## src/hw/rtl/b32e_pkg.sv

```systemverilog
// Shared types, constants and the symbol lookup for the base32 stream encoder.
// Used by b32e_front, b32e_queue, b32e_back and base32_stream_encoder_unit.
`default_nettype none

package b32e_pkg;

  localparam int COUNT_BITS  = 16;
  localparam int QUEUE_DEPTH = 4;

  localparam logic [15:0] BUF_SIZE_RESET = 16'hFFFF;
  localparam logic [6:0]  PAD_CHAR       = 7'h3D;
  localparam logic [6:0]  NUL_CHAR       = 7'h00;

  // First character sits in the top byte.
  localparam logic [255:0] ALPHABET = "0123456789ABCDEFGHJKLMNPQRSTUVXY";

  // Up to three symbol indexes per byte: two full groups plus the padded tail.
  typedef struct packed {
    logic [2:0][4:0] syms;
    logic [1:0]      count;
    logic            last;
  } b32e_entry_t;

  typedef enum logic {
    ST_SYM,
    ST_PAD
  } b32e_state_t;

  function automatic logic [6:0] sym_char(input logic [4:0] idx);
    logic [7:0] c;
    c = ALPHABET[{~idx, 3'b000} +: 8];
    return c[6:0];
  endfunction

endpackage

`default_nettype wire

```

## src/hw/rtl/base32_stream_encoder_unit.sv

```systemverilog
// Top level of the base32 stream encoder: config register, front end, queue, sequencer.
// Depends on b32e_pkg, b32e_front, b32e_queue and b32e_back.
//
//  channel | dir | handshake            | payload
//  --------+-----+----------------------+-------------------------------------------
//  in_     | in  | in_tvalid/in_tready  | tdata[7:0] byte_value, tlast last_byte
//  out_    | out | out_tvalid/out_tready| tdata[6:0] out_char, tlast last_char,
//          |     |                      | tuser overflow_error
//  cfg_    | in  | cfg_valid/cfg_ready  | cfg_data[15:0] buffer_size (always ready)
//
// Cycles: the sequencer issues at most one beat per cycle while the output is not stalled:
// a symbol, a '=' or the terminator. A byte takes one step per 5-bit group (dropped
// groups still take their step); a last byte also takes its '=' padding and terminator.
// The front end packs a byte in the cycle it is accepted and never waits on the
// sequencer unless the queue is full; the output register decouples out_tready.
// Reset clears bit buffer, counters, queue and output valid; buffer_size returns
// to 65535. No clearing pass.
`default_nettype none

module base32_stream_encoder_unit #(
  parameter int COUNT_BITS  = b32e_pkg::COUNT_BITS,
  parameter int QUEUE_DEPTH = b32e_pkg::QUEUE_DEPTH
) (
  input  wire logic        clk,
  input  wire logic        rst_n,
  // in_tdata: [7:0] byte_value
  input  wire logic        in_tvalid,
  output logic             in_tready,
  input  wire logic [7:0]  in_tdata,
  input  wire logic        in_tlast,
  // out_tdata: [6:0] out_char, [7] zero
  output logic             out_tvalid,
  input  wire logic        out_tready,
  output logic [7:0]       out_tdata,
  output logic             out_tlast,
  // out_tuser: [0] overflow_error
  output logic             out_tuser,
  input  wire logic        cfg_valid,
  output logic             cfg_ready,
  input  wire logic [15:0] cfg_data
);

  logic [15:0] buffer_size_r;

  logic                  fq_valid, fq_ready;
  b32e_pkg::b32e_entry_t fq_entry;
  logic                  qb_valid, qb_ready;
  b32e_pkg::b32e_entry_t qb_entry;
  logic [6:0]            char_w;

  // Capacity register: the user must write it only between messages; the block does not enforce this.
  assign cfg_ready = 1'b1;

  always_ff @(posedge clk) begin
    if (!rst_n) begin
      buffer_size_r <= b32e_pkg::BUF_SIZE_RESET;
    end else if (cfg_valid && cfg_ready) begin
      buffer_size_r <= cfg_data;
    end
  end

  // Pack bytes into 5-bit groups as they arrive.
  b32e_front u_front (
    .clk      (clk),
    .rst_n    (rst_n),
    .in_valid (in_tvalid),
    .in_byte  (in_tdata),
    .in_last  (in_tlast),
    .in_ready (in_tready),
    .q_valid  (fq_valid),
    .q_entry  (fq_entry),
    .q_ready  (fq_ready)
  );

  // Hold packed groups until the sequencer can walk them.
  b32e_queue #(
    .DEPTH (QUEUE_DEPTH)
  ) u_queue (
    .clk       (clk),
    .rst_n     (rst_n),
    .in_valid  (fq_valid),
    .in_entry  (fq_entry),
    .in_ready  (fq_ready),
    .out_valid (qb_valid),
    .out_entry (qb_entry),
    .out_ready (qb_ready)
  );

  // Emit characters, padding and the terminator beat, one per cycle unless the output stalls.
  b32e_back #(
    .COUNT_BITS (COUNT_BITS)
  ) u_back (
    .clk         (clk),
    .rst_n       (rst_n),
    .buffer_size (buffer_size_r),
    .q_valid     (qb_valid),
    .q_entry     (qb_entry),
    .q_ready     (qb_ready),
    .out_valid   (out_tvalid),
    .out_char    (char_w),
    .out_last    (out_tlast),
    .out_err     (out_tuser),
    .out_ready   (out_tready)
  );

  assign out_tdata = {1'b0, char_w};

endmodule

`default_nettype wire

```

## src/hw/rtl/b32e_front.sv

```systemverilog
// Front end: accepts bytes, packs bits MSB-first and splits them into 5-bit groups.
// Depends on b32e_pkg for the queue entry type.
`default_nettype none

module b32e_front (
  input  wire logic              clk,
  input  wire logic              rst_n,
  input  wire logic              in_valid,
  input  wire logic [7:0]        in_byte,
  input  wire logic              in_last,
  output logic                   in_ready,
  output logic                   q_valid,
  output b32e_pkg::b32e_entry_t  q_entry,
  input  wire logic              q_ready
);

  logic [11:0] bit_buffer_r, bit_buffer_nxt;
  logic [3:0]  bits_held_r, bits_held_nxt;

  logic [11:0] buf_w, shr0, shr1, shl_t;
  logic [3:0]  bh0, bh1, bh2, bh3;
  logic        two, tail;

  assign in_ready = q_ready;
  assign q_valid  = in_valid;

  always_comb begin
    bh0   = (bits_held_r > 4'd4) ? 4'd4 : bits_held_r;
    buf_w = {bit_buffer_r[3:0], in_byte};
    bh1   = bh0 + 4'd8;
    shr0  = buf_w >> (bh1 - 4'd5);
    bh2   = bh1 - 4'd5;
    two   = (bh2 >= 4'd5);
    shr1  = buf_w >> (bh2 - 4'd5);
    bh3   = two ? (bh2 - 4'd5) : bh2;
    tail  = in_last && (bh3 != 4'd0);
    shl_t = buf_w << (4'd5 - bh3);

    q_entry.syms[0] = shr0[4:0];
    q_entry.syms[1] = two ? shr1[4:0] : shl_t[4:0];
    q_entry.syms[2] = shl_t[4:0];
    q_entry.count   = 2'd1 + {1'b0, two} + {1'b0, tail};
    q_entry.last    = in_last;

    if (in_last) begin
      bit_buffer_nxt = '0;
      bits_held_nxt  = '0;
    end else begin
      bit_buffer_nxt = buf_w;
      bits_held_nxt  = bh3;
    end
  end

  always_ff @(posedge clk) begin
    if (!rst_n) begin
      bit_buffer_r <= '0;
      bits_held_r  <= '0;
    end else if (in_valid && q_ready) begin
      bit_buffer_r <= bit_buffer_nxt;
      bits_held_r  <= bits_held_nxt;
    end
  end

endmodule

`default_nettype wire

```

## src/hw/rtl/b32e_queue.sv

```systemverilog
// Short FIFO of symbol-group entries between the front end and the sequencer.
// Depends on b32e_pkg for the entry type.
`default_nettype none

module b32e_queue #(
  parameter int DEPTH = b32e_pkg::QUEUE_DEPTH
) (
  input  wire logic              clk,
  input  wire logic              rst_n,
  input  wire logic              in_valid,
  input  b32e_pkg::b32e_entry_t  in_entry,
  output logic                   in_ready,
  output logic                   out_valid,
  output b32e_pkg::b32e_entry_t  out_entry,
  input  wire logic              out_ready
);

  localparam int PTR_W = (DEPTH > 1) ? $clog2(DEPTH) : 1;
  localparam int CNT_W = $clog2(DEPTH + 1);

  b32e_pkg::b32e_entry_t mem_r [DEPTH];
  logic [PTR_W-1:0] wr_ptr_r, rd_ptr_r;
  logic [CNT_W-1:0] count_r;
  logic             push, pop;

  assign in_ready  = (count_r != CNT_W'(DEPTH));
  assign out_valid = (count_r != '0);
  assign out_entry = mem_r[rd_ptr_r];
  assign push      = in_valid && in_ready;
  assign pop       = out_ready && out_valid;

  function automatic logic [PTR_W-1:0] wrap_inc(input logic [PTR_W-1:0] p);
    return (p == PTR_W'(DEPTH - 1)) ? '0 : p + PTR_W'(1);
  endfunction

  always_ff @(posedge clk) begin
    if (push) mem_r[wr_ptr_r] <= in_entry;
  end

  always_ff @(posedge clk) begin
    if (!rst_n) begin
      wr_ptr_r <= '0;
      rd_ptr_r <= '0;
      count_r  <= '0;
    end else begin
      if (push) wr_ptr_r <= wrap_inc(wr_ptr_r);
      if (pop)  rd_ptr_r <= wrap_inc(rd_ptr_r);
      if (push && !pop)      count_r <= count_r + CNT_W'(1);
      else if (pop && !push) count_r <= count_r - CNT_W'(1);
    end
  end

endmodule

`default_nettype wire

```

## src/hw/rtl/b32e_back.sv

```systemverilog
// Back end: walks queue entries, emits symbols, '=' padding and the terminator beat.
// Depends on b32e_pkg for the entry type, state enum and symbol lookup.
`default_nettype none

module b32e_back #(
  parameter int COUNT_BITS = b32e_pkg::COUNT_BITS
) (
  input  wire logic              clk,
  input  wire logic              rst_n,
  input  wire logic [15:0]       buffer_size,
  input  wire logic              q_valid,
  input  b32e_pkg::b32e_entry_t  q_entry,
  output logic                   q_ready,
  output logic                   out_valid,
  output logic [6:0]             out_char,
  output logic                   out_last,
  output logic                   out_err,
  input  wire logic              out_ready
);

  localparam int CMP_W = (COUNT_BITS > 16) ? COUNT_BITS : 16;
  localparam logic [COUNT_BITS-1:0] CNT_MAX = {COUNT_BITS{1'b1}};

  b32e_pkg::b32e_state_t state_r, state_nxt;
  logic [1:0]            sel_r, sel_nxt;
  logic [COUNT_BITS-1:0] cw_r, cw_nxt;
  logic [2:0]            gp_r, gp_nxt;
  logic                  out_valid_r, out_last_r, out_err_r;
  logic [6:0]            out_char_r;

  logic       advance, room, emit, bump, clear;
  logic [6:0] ch;
  logic       lst, err;
  logic [4:0] sym;

  assign advance   = !out_valid_r || out_ready;
  assign room      = CMP_W'(cw_r) < CMP_W'(buffer_size);
  assign out_valid = out_valid_r;
  assign out_char  = out_char_r;
  assign out_last  = out_last_r;
  assign out_err   = out_err_r;

  always_comb begin
    case (sel_r)
      2'd1:    sym = q_entry.syms[1];
      2'd2:    sym = q_entry.syms[2];
      default: sym = q_entry.syms[0];
    endcase
  end

  always_comb begin
    state_nxt = state_r;
    sel_nxt   = sel_r;
    q_ready   = 1'b0;
    emit      = 1'b0;
    bump      = 1'b0;
    clear     = 1'b0;
    ch        = b32e_pkg::NUL_CHAR;
    lst       = 1'b0;
    err       = 1'b0;
    if (advance && q_valid) begin
      unique case (state_r)
        b32e_pkg::ST_SYM: begin
          if (sel_r < q_entry.count && room) begin
            emit = 1'b1;
            bump = 1'b1;
            ch   = b32e_pkg::sym_char(sym);
          end
          if (({1'b0, sel_r} + 3'd1) >= {1'b0, q_entry.count}) begin
            sel_nxt = '0;
            if (q_entry.last) state_nxt = b32e_pkg::ST_PAD;
            else              q_ready   = 1'b1;
          end else begin
            sel_nxt = sel_r + 2'd1;
          end
        end
        b32e_pkg::ST_PAD: begin
          emit = 1'b1;
          if (gp_r != 3'd0 && room) begin
            bump = 1'b1;
            ch   = b32e_pkg::PAD_CHAR;
          end else begin
            lst       = 1'b1;
            err       = !room;
            clear     = 1'b1;
            q_ready   = 1'b1;
            state_nxt = b32e_pkg::ST_SYM;
          end
        end
        default: state_nxt = b32e_pkg::ST_SYM;
      endcase
    end

    cw_nxt = cw_r;
    gp_nxt = gp_r;
    if (clear) begin
      cw_nxt = '0;
      gp_nxt = '0;
    end else if (bump) begin
      cw_nxt = (cw_r == CNT_MAX) ? cw_r : cw_r + COUNT_BITS'(1);
      gp_nxt = gp_r + 3'd1;
    end
  end

  always_ff @(posedge clk) begin
    if (!rst_n) begin
      state_r     <= b32e_pkg::ST_SYM;
      sel_r       <= '0;
      cw_r        <= '0;
      gp_r        <= '0;
      out_valid_r <= 1'b0;
    end else begin
      state_r <= state_nxt;
      sel_r   <= sel_nxt;
      cw_r    <= cw_nxt;
      gp_r    <= gp_nxt;
      if (advance) out_valid_r <= emit;
    end
  end

  always_ff @(posedge clk) begin
    if (advance && emit) begin
      out_char_r <= ch;
      out_last_r <= lst;
      out_err_r  <= err;
    end
  end

  a_sel_in_range: assert property (@(posedge clk) disable iff (!rst_n)
    (q_valid && state_r == b32e_pkg::ST_SYM) |-> (sel_r < q_entry.count))
    else $error("symbol select beyond entry count");

  a_term_clears: assert property (@(posedge clk) disable iff (!rst_n)
    (advance && q_valid && state_r == b32e_pkg::ST_PAD && !(gp_r != 3'd0 && room))
      |=> (cw_r == '0 && gp_r == 3'd0 && state_r == b32e_pkg::ST_SYM))
    else $error("terminator did not clear message state");

  a_group_tracks_count: assert property (@(posedge clk) disable iff (!rst_n)
    (cw_r != CNT_MAX) |-> (gp_r == cw_r[2:0]))
    else $error("group position out of step with character count");

endmodule

`default_nettype wire
```

## config.mk

```make
export PLATFORM = sky130hd
export DESIGN_NAME = base32_stream_encoder_unit
export DESIGN_NICKNAME = d
export VERILOG_FILES = /design/src/hw/rtl/b32e_pkg.sv /design/src/hw/rtl/base32_stream_encoder_unit.sv /design/src/hw/rtl/b32e_front.sv /design/src/hw/rtl/b32e_queue.sv /design/src/hw/rtl/b32e_back.sv
export SDC_FILE = /design/constraint.sdc
export NUM_CORES = 1
export LEC_CHECK = 0
export ABC_AREA = 1
export BUFFER_PORTS_ARGS = -buffer_cell sky130_fd_sc_hd__buf_4
export CAP_MARGIN = 10
export CORE_MARGIN = 2
export CORE_UTILIZATION = 25
export CTS_CLUSTER_SIZE = 12
export DETAILED_ROUTE_END_ITERATION = 16
export GPL_ROUTABILITY_DRIVEN = 0
export PLACE_DENSITY = 0.42
export SLEW_MARGIN = 0
export SYNTH_ARGS = -nofsm -noshare
export SYNTH_HDL_FRONTEND = slang
export SYNTH_SLANG_ARGS = --single-unit
```

## constraint.sdc

```tcl
create_clock -name clk -period 7.66 [get_ports clk]
set_clock_uncertainty 0.15 [all_clocks]
set_input_delay 1.149 -clock clk [delete_from_list [all_inputs] [get_ports clk]]
set_output_delay 1.149 -clock clk [all_outputs]
set_load 0.005 [all_outputs]
```

==> impl_metrics.ini, run 1 <==
[status]
status = finished, final reports clean

[power_and_ir_drop]
p_comb_share_pct = 44.4
clockPowerShare_pct = 23.6
ir_worst_vdd_v = 0.000139
leakage_nw = 3.63
powerDensity_nw_per_um2 = 368
p_int_mw = 1.88
swShare_pct = 41.7
power_mw = 3.22
pwr-share-seq_pct = 32.0
p_sw_mw = 1.34

[routing]
vias = 5911
first_iter_violations = 393
viasPerCell = 4.45
ant_nets = 0
totalWireLength_um = 19100
routedWlPerCell_um = 14.4
drtPass1Iterations = 5
drc = 0

[finish]
fin_util_pct = 29.5
drive_gt1_share_pct = 12.4
final_cell_mix = nand2_1, inv_1, edfxtp_1, o21ai_0, a21oi_1
n_antenna_cell = 0
area_delta_synth_final_pct = 16.2
final_common_cell = nand2_1
fill_cells = 3210
nNetsFinal = 998

[global_route]
grt_max_degree = 39
grt_pass1_wl_um = 30700
grt.overflow.total = 0
antenna_found_initial = 0
grt_pass1_vias = 5686
grt_usage_pct = 12.5

[setup_path]
start_kind = flop
cp_max_fo = 38
cp_data_arrival_time_ps = 4010
cp-end-kind = flop
worstPathRequired_ps = 7870
path_class = flop to flop

[clock_tree]
cts_max_level = 4
clk_pin_slew_ps = 60
cts_tree = built
cts_hold_repair.buffers = 0
insertion_delay_ps = 430
cts_buffers = 17
cts_setup_buffers = 0
clock-sinks = 137
cts.path.max_buffers = 2
cts_root_buf = clkbuf_16
cts-resized-gates = 0

[yosys]
synth.yosys.seq_area_share_pct = 47.3
ys_seq_elements = 137
postSynthAreaPerCell_um2 = 8.42
synth_cell_types = 55
synth_fp_nets = 965
netlist_instances = 893
netlist_area_um2 = 7520
synth_warnings = 0
async_flop_share_pct = 0
synth_edf_count = 81
synth_ff_type = edfxtp_1

[sta]
setup_viol_count_final = 0
hold_violations = 0
tns_ps = 0
fin_crit_ps = 3800
fmax_ghz = 0.263
finalCritPeriodShare_pct = 49.6
layout_setup_ws_ps = 3860
drv_slew = 0
tightest_slew_ps = 726
holdWs_ps = 304
rsz0062_at_grt = false
relSlewSlack_pct = 51.5

[die]
fp.dieArea_um2 = 31500
die_w_um = 177
die_height_um = 177
rows = 63
initial_utilization_pct = 25.4
core_um2 = 29600
ios = 43

[place]
io_buffers = 40
dp_worst_setup_slack_ps = 3830
dp_hpwl_um = 13400

[flow_run]
max_cap_violations = 0

[hold_path]
min_path_type = flop to flop
-- critical path: stages (launching register included) --
cell     delay [ps]
dfxtp_1         290
buf_4           250
inv_2           510
nand2_1         100
a32o_1          270
fa_1            440
a31oi_1         320
inv_1            70
nand2_1          70
a21oi_1          50
nand2_1         150
ha_1            170
inv_1            70
fa_1            380
nor2_1          120
nor2_1           50
nand2_1          70
o21ai_0          70
a21oi_1         110
-- state kept, by name (all words and copies together), names as in the netlist, 2 cells and up, named ones only --
register and cells:
u_back.sel_r 2, u_back.cw_r 16, u_queue.mem_r 72, buffer_size_r 16
u_front.bits_held_r 4, u_front.bit_buffer_r 4, u_queue.rd_ptr_r 2, u_queue.wr_ptr_r 2
u_back.gp_r 3, u_queue.count_r 3, u_back.out_char 7
-- metrics by stage --
| step | std cells | instance area (um^2) |
|---|---|---|
| 5_1_grt | 1329 | 8740 |
| 6_report | 1329 | 8740 |
| 2_1_floorplan | 893 | 7520 |
| 3_5_place_dp | 1297 | 8190 |
| 4_1_cts | 1329 | 8740 |
| 3_3_place_gp | 1297 | 8190 |
-- cell usage after synthesis, types with 3 or more instances --
master | n | area [um^2]
a21oi_1 | 74 | 370
a31oi_1 | 3 | 18.8
a32o_1 | 3 | 30.0
buf_2 | 10 | 50.1
buf_4 | 8 | 60.1
clkbuf_1 | 13 | 48.8
dfxtp_1 | 56 | 1120
edfxtp_1 | 81 | 2430
ha_1 | 40 | 500
inv_1 | 92 | 345
inv_2 | 4 | 15.0
nand2_1 | 198 | 743
nand2_2 | 8 | 50.1
nand3_1 | 50 | 250
nand4_1 | 20 | 125
nor2_1 | 72 | 270
nor3_1 | 7 | 35.0
nor3_2 | 3 | 30.0
o211ai_1 | 4 | 30.0
o21ai_0 | 77 | 385
o21ai_1 | 3 | 15.0
o21ai_2 | 3 | 26.3
o221ai_1 | 4 | 35.0
o22ai_1 | 3 | 18.8
or2_2 | 3 | 18.8
xnor2_1 | 3 | 26.3
xor2_1 | 12 | 105
-- cells by family after synthesis --
| logic type | count (synthesis) | synth area share, % |
|---|---|---|
| buffers and inverters | 134 | 7.52 |
| other | 2 | 0.0999 |
| XOR/XNOR | 15 | 1.75 |
| AND/OR/NAND/NOR | 374 | 21.9 |
| AO/OA/AOI/OAI | 189 | 14.3 |
| adder cells (fa/ha/maj) | 42 | 7.19 |
| flip-flops | 137 | 47.3 |
-- power groups by stage --
stage	Clock (mW)	Combinational, mW	Sequential, mW
after detailed placement	0	1.45	1.05
after CTS	0.782	1.46	1.03
after global routing	0.814	1.66	1.04
after global placement	0	1.45	1.05
final	0.760	1.43	1.03
after floorplan	0	1.06	1.04
-- routing by layer --
metal / GRT usage, % / vias up / routed length [um]
met5: 0 / - / 0
met4: 3.55 / 0 / 177
met3: 2.44 / 11 / 510
met2: 19.0 / 65 / 8300
met1: 18.0 / 2747 / 10100
li1: - / 3088 / -
-- area by class of cell --
| cell class | count | area, um^2 | area share (%) |
|---|---|---|---|
| multi-input cells | 622 | 3410 | 39.0 |
| clock buffers | 24 | 503 | 5.76 |
| flip-flops and latches | 137 | 3550 | 40.7 |
| clock inverters | 8 | 42.5 | 0.487 |
| inverters | 100 | 380 | 4.35 |
| well taps | 390 | 488 | 5.58 |
| repair buffers | 48 | 360 | 4.12 |
-- path summary, 6_finish.rpt --
kind	start	end	slack [ps]	depth (start not counted)
worst min register to register	buffer_size_r[0]$_SDFFE_PN1P_	buffer_size_r[0]$_SDFFE_PN1P_	300	2
worst min-delay path	buffer_size_r[0]$_SDFFE_PN1P_	buffer_size_r[0]$_SDFFE_PN1P_	300	2
worst max-delay path	flop	u_queue.count_r[2]$_SDFFE_PN0P_	3860	18
worst max register to register	flop	u_queue.count_r[2]$_SDFFE_PN0P_	3860	18
Power figures use the tool's default switching activity.
==> run 2, diff against run 1 <==
- ABC_AREA: 1 -> 0
- PLACE_DENSITY: 0.42 -> 0.43
- clock period: 7.66 -> 3.8 ns (I/O delays scaled with it)
==> run 2 against run 1 <==
Worst setup slack got worse by 3600 ps. Sequential share of layout area rose by 0.055 points. Worst hold slack got worse by 93 ps. Critical endpoint unchanged.
==> impl_metrics.ini, run 2 <==
[setup_path]
path_class = flop to flop
crit_top_cell = inv_1
cp_max_fo = 4
cp_data_arrival_time_ps = 3740
cp_top_family = adder cells
critPathSlowestCell = mux4_2
r2r-end = u_queue.count_r[2]$_SDFFE_PN0P_
reg2reg_setup_slack_ps = 250
cp-end-kind = flop
worstPathRequired_ps = 3990
start_kind = flop
path_cells = mux4_2, inv_1, fa_1, a31o_2, inv_1, nor2_1, o221a_2, inv_1, ha_1, inv_1, fa_1, xor2_1, or3_1, a21boi_0
max_stage_delay_ps = 490
worstSetupPathDepth = 14
rr_worst_depth = 14
critPathBufInv = 4

[status]
status = finished, final reports clean

[routing]
viasPerCell = 4.56
vias = 5006
drtPass1Iterations = 4
first_iter_violations = 307
routedWlPerCell_um = 15.3
ant_nets = 0
drc = 0
totalWireLength_um = 16800

[place]
io_buffers = 40
dp_worst_setup_slack_ps = 144
dp_hpwl_um = 11900

[yosys]
async_flop_share_pct = 0
postSynthAreaPerCell_um2 = 11.3
synth_area_leaders = edfxtp_1, dfxtp_1, mux4_2
synth_top_area_share_pct = 33.1
netlist_area_um2 = 7350
synth_edf_count = 81
yosys.area.top_type = edfxtp_1
netlist_instances = 650
synthTopCellsByCount = edfxtp_1, nand2_1, dfxtp_1, nor2_1, ha_1
yosysMostFrequentCell = edfxtp_1
synth_ff_type = edfxtp_1
synth_cell_types = 72
synth.yosys.seq_area_share_pct = 48.3
synth_fp_nets = 722
ys_seq_elements = 137
synth_warnings = 0

[global_route]
antenna_found_initial = 0
grt_pass1_wl_um = 27500
grt.overflow.total = 0
grt_usage_pct = 11.5
grt_max_degree = 36
grt_pass1_vias = 4906

[sta]
relSlewSlack_pct = 28.9
rsz0062_at_grt = false
hold_violations = 0
layout_setup_ws_ps = 255
drv_slew = 0
setup_viol_count_final = 0
fmax_ghz = 0.282
tns_ps = 0
finalCritPeriodShare_pct = 93.3
fin_crit_ps = 3550
tightest_slew_ps = 1070

[die]
fp.dieArea_um2 = 30800
ios = 43
rows = 62
die_height_um = 175
core_um2 = 28900
die_w_um = 175
initial_utilization_pct = 25.5

[finish]
multi_input_area_um2 = 3500
fill_cells = 3010
nNetsFinal = 773
final_cell_mix = edfxtp_1, nand2_1, buf_4, dfxtp_1, nor2_1
top_regs = u_queue.mem_r: 72 flops, buffer_size_r: 16 flops, u_back.cw_r: 16 flops
final_common_cell = edfxtp_1
drive_gt1_share_pct = 20.0
regMostFlops = u_queue.mem_r
largest_register_ffs = 72
n_antenna_cell = 0
area_delta_synth_final_pct = 18.8
seq_area_um2 = 3550

[hold_path]
hp-start = cfg_data[9]
min_path_type = input port to flop
hold_end = buffer_size_r[9]$_SDFFE_PN1P_
min_delay_path_depth = 3

[clock_tree]
insertion_delay_ps = 420
cts.path.max_buffers = 2
cts_setup_buffers = 0
cts_root_buf = clkbuf_16
cts_buffers = 17
clock-sinks = 137
cts_max_level = 4
clk_pin_slew_ps = 70
cts_tree = built

[power_and_ir_drop]
ir_worst_vdd_v = 0.000270
power_mw = 5.72
leakage_nw = 3.32
powerDensity_nw_per_um2 = 655

[flow_run]
max_cap_violations = 0
run 2: changes by cell type after synthesis, sizes merged, moves of 27 or more:
cell   previous run  this run
a21oi            75        21
inv              98        42
mux4              0        27
nand2           208        68
nand3            52         8
o21ai            84        20
run 2: power by group:
| part | internal (mW) | switching [mW] | total, mW |
|---|---|---|---|
| Combinational | 0.850 | 1.20 | 2.05 |
| Sequential | 1.93 | 0.104 | 2.03 |
| Clock | 0.968 | 0.662 | 1.63 |
| Total | 3.75 | 1.97 | 5.72 |
run 2: cells by family (layout without fill, tap and decap cells):
family,after synthesis,in the layout,share of synthesized area (%)
and+or+nand+nor,208,208,14.3
muxes,52,52,11.7
DFF,137,137,48.3
xor gates and xnor gates,21,21,2.60
buffers and inverters,71,135,4.22
other,2,2,0.102
AOI/OAI and AO/OA,117,117,11.4
adders and majority gates,42,42,7.35
run 2: through the flow:
stage | instance area (um^2) | std cells | hold WS [ps] | util (%)
floorplan | 7350 | 650 | 293 | -
CTS | 8710 | 1098 | 186 | 30.2
finish | 8730 | 1098 | 211 | 30.2
global placement | 8140 | 1066 | 331 | 28.2
global route | 8730 | 1098 | 203 | 30.2
detailed placement | 8140 | 1066 | 333 | 28.2
run 2: worst max-delay path by stage:
stage | startpoint | endpoint
after CTS | u_front.bits_held_r[3]$_SDFFE_PN0P_ | u_queue.mem_r[3][8]$_DFFE_PP_
after global routing | flop | u_queue.count_r[2]$_SDFFE_PN0P_
after detailed placement | u_front.bits_held_r[3]$_SDFFE_PN0P_ | u_queue.mem_r[0][8]$_DFFE_PP_
after floorplan | u_front.bits_held_r[3]$_SDFFE_PN0P_ | u_queue.mem_r[0][8]$_DFFE_PP_
final | flop | u_queue.count_r[2]$_SDFFE_PN0P_
after global placement | u_front.bits_held_r[3]$_SDFFE_PN0P_ | u_queue.mem_r[1][8]$_DFFE_PP_
run 2: what timing repair did:
item,CTS,global route
gates resized for setup,0,4
setup endpoints to repair,0,9
hold buffers,0,0
run 2: worst min-delay path: cells and delay by family:
kind                   cells  cell delay [ps]
buffers and inverters      1               80
AOI/OAI and AO/OA          1               60
and+or+nand+nor            1               40
run 2: final cells by class:
type                            instances  share of cell area [%]
Tap cell                              384                    5.50
Sequential cell                       137                    40.7
Timing Repair Buffer                   60                    5.16
Clock inverter                         14                    1.68
Inverter                               43                    1.91
Multi-Input combinational cell        442                    40.1
Clock buffer                           18                    4.92
run 2: routing by layer:
metal	GRT usage (%)	vias to the layer above	share of wire [%]
met3	2.40	15	2.9
met5	0	-	0
met4	4.17	0	1.4
li1	-	2502	-
met2	17.5	84	45
met1	16.1	2405	50
==> run 3, diff against run 2 <==
- BUFFER_PORTS_ARGS: -buffer_cell sky130_fd_sc_hd__buf_4 -> -buffer_cell sky130_fd_sc_hd__buf_2
==> run 3 against run 2 <==
Sequential share of layout area is 0.16 points higher. Combinational power hardly changed. Via count is 0.36% lower. Die area stayed put. Worst hold slack worse by 8.6 ps. Cell area is 0.39% lower. Critical endpoint unchanged. Largest cell class unchanged.
==> impl_metrics.ini, run 3 (synthesized netlist as in run 2, its figures left out) <==
[setup_path]
worstPathRequired_ps = 4010
cp-end-kind = flop
cp_max_fo = 3
cp_data_arrival_time_ps = 3730
start_kind = flop
path_class = flop to flop

[sta]
setup_viol_count_final = 0
finalCritPeriodShare_pct = 92.7
drv_slew = 0
fin_crit_ps = 3520
fmax_ghz = 0.284
rsz0062_at_grt = false
tightest_slew_ps = 1080
tns_ps = 0
hold_violations = 0
relSlewSlack_pct = 28.3

[place]
dpl_cell_area_um2 = 8010
dp_hpwl_um = 11700
io_buffers = 40

[clock_tree]
cts_hold_repair.buffers = 0
clk_pin_slew_ps = 70
cts_max_level = 4
insertion_delay_ps = 430
cts_root_buf = clkbuf_16
cts_buffers = 17
cts.path.max_buffers = 2
cts-resized-gates = 0
clock-sinks = 137
cts_tree = built
cts_setup_buffers = 0

[finish]
nNetsFinal = 770
drive_gt1_share_pct = 19.8
seq_area_um2 = 3550
final_cell_mix = edfxtp_1, nand2_1, dfxtp_1, nor2_1, buf_2
top_regs = u_queue.mem_r: 72 flops, buffer_size_r: 16 flops, u_back.cw_r: 16 flops
regMostFlops = u_queue.mem_r
fin_util_pct = 30.1
fill_cells = 3005
largest_register_ffs = 72
n_antenna_cell = 0
multi_input_area_um2 = 3500
postLayoutCellArea_um2 = 8690
area_delta_synth_final_pct = 18.3
final_common_cell = edfxtp_1

[global_route]
antenna_found_initial = 0
grt_pass1_wl_um = 27200
grt.overflow.total = 0
grt_max_degree = 36
grt_pass1_vias = 4950
grt_usage_pct = 11.3

[flow_run]
max_cap_violations = 0

[routing]
ant_nets = 0
drc = 0
routedWlPerCell_um = 15.3
totalWireLength_um = 16800
drtPass1Iterations = 4
viasPerCell = 4.56
first_iter_violations = 313
vias = 4988

[die]
initial_utilization_pct = 25.5
rows = 62
fp.dieArea_um2 = 30800
die_height_um = 175
die_w_um = 175
core_um2 = 28900
ios = 43

[power_and_ir_drop]
powerDensity_nw_per_um2 = 686
ir_worst_vdd_v = 0.000332
power_mw = 5.97
leakage_nw = 3.31

[status]
status = finished, final reports clean

[hold_path]
min_path_type = input port to flop
hp-start = cfg_data[9]
## run 3: worst max-delay path: stages (launching register included)
cell	delay (ps)
dfxtp_2	360
mux4_2	490
inv_1	100
fa_1	410
a31o_2	230
inv_1	80
nor2_1	50
o221a_2	310
inv_1	70
ha_1	170
inv_1	60
fa_1	370
xor2_1	180
or3_1	300
a21boi_1	140
## run 3: where the power goes
group | switching [mW] | internal (mW)
registers | 0.102 | 1.93
logic | 1.22 | 0.806
clock network | 0.666 | 1.24
## run 3: path summary, 6_finish.rpt
check,slack [ps],cells after the start,endpoint
min reg2reg,330,2,buffer_size_r[0]$_SDFFE_PN1P_
max reg2reg,280,14,u_queue.count_r[2]$_SDFFE_PN0P_
max,280,14,u_queue.count_r[2]$_SDFFE_PN0P_
min,200,3,buffer_size_r[9]$_SDFFE_PN1P_
## run 3: cell type report
class | count | area share (%)
multi-input cells | 442 | 40.2
inverters | 43 | 1.91
clock inverters | 13 | 2.75
repair buffers | 57 | 3.74
clock buffers | 19 | 4.98
flip-flops and latches | 137 | 40.9
well taps | 384 | 5.53
## run 3: metrics by stage
stage	hold slack (ps)	instances	worst slack [ps]
3_3_place_gp	331	1062	243
6_report	203	1095	276
5_1_grt	208	1095	8.30
4_1_cts	189	1094	160
2_1_floorplan	293	650	63.7
3_5_place_dp	324	1062	171
## run 3: per-layer routing
| metal | global-route usage [%] | vias up | routed length (um) | part of all wire, % |
|---|---|---|---|---|
| met4 | 3.82 | 0 | 206 | 1.2 |
| li1 | - | 2497 | - | - |
| met1 | 16.3 | 2414 | 8830 | 53 |
| met5 | 0 | - | 0 | 0 |
| met2 | 17.0 | 65 | 7330 | 44 |
| met3 | 2.16 | 12 | 401 | 2.4 |
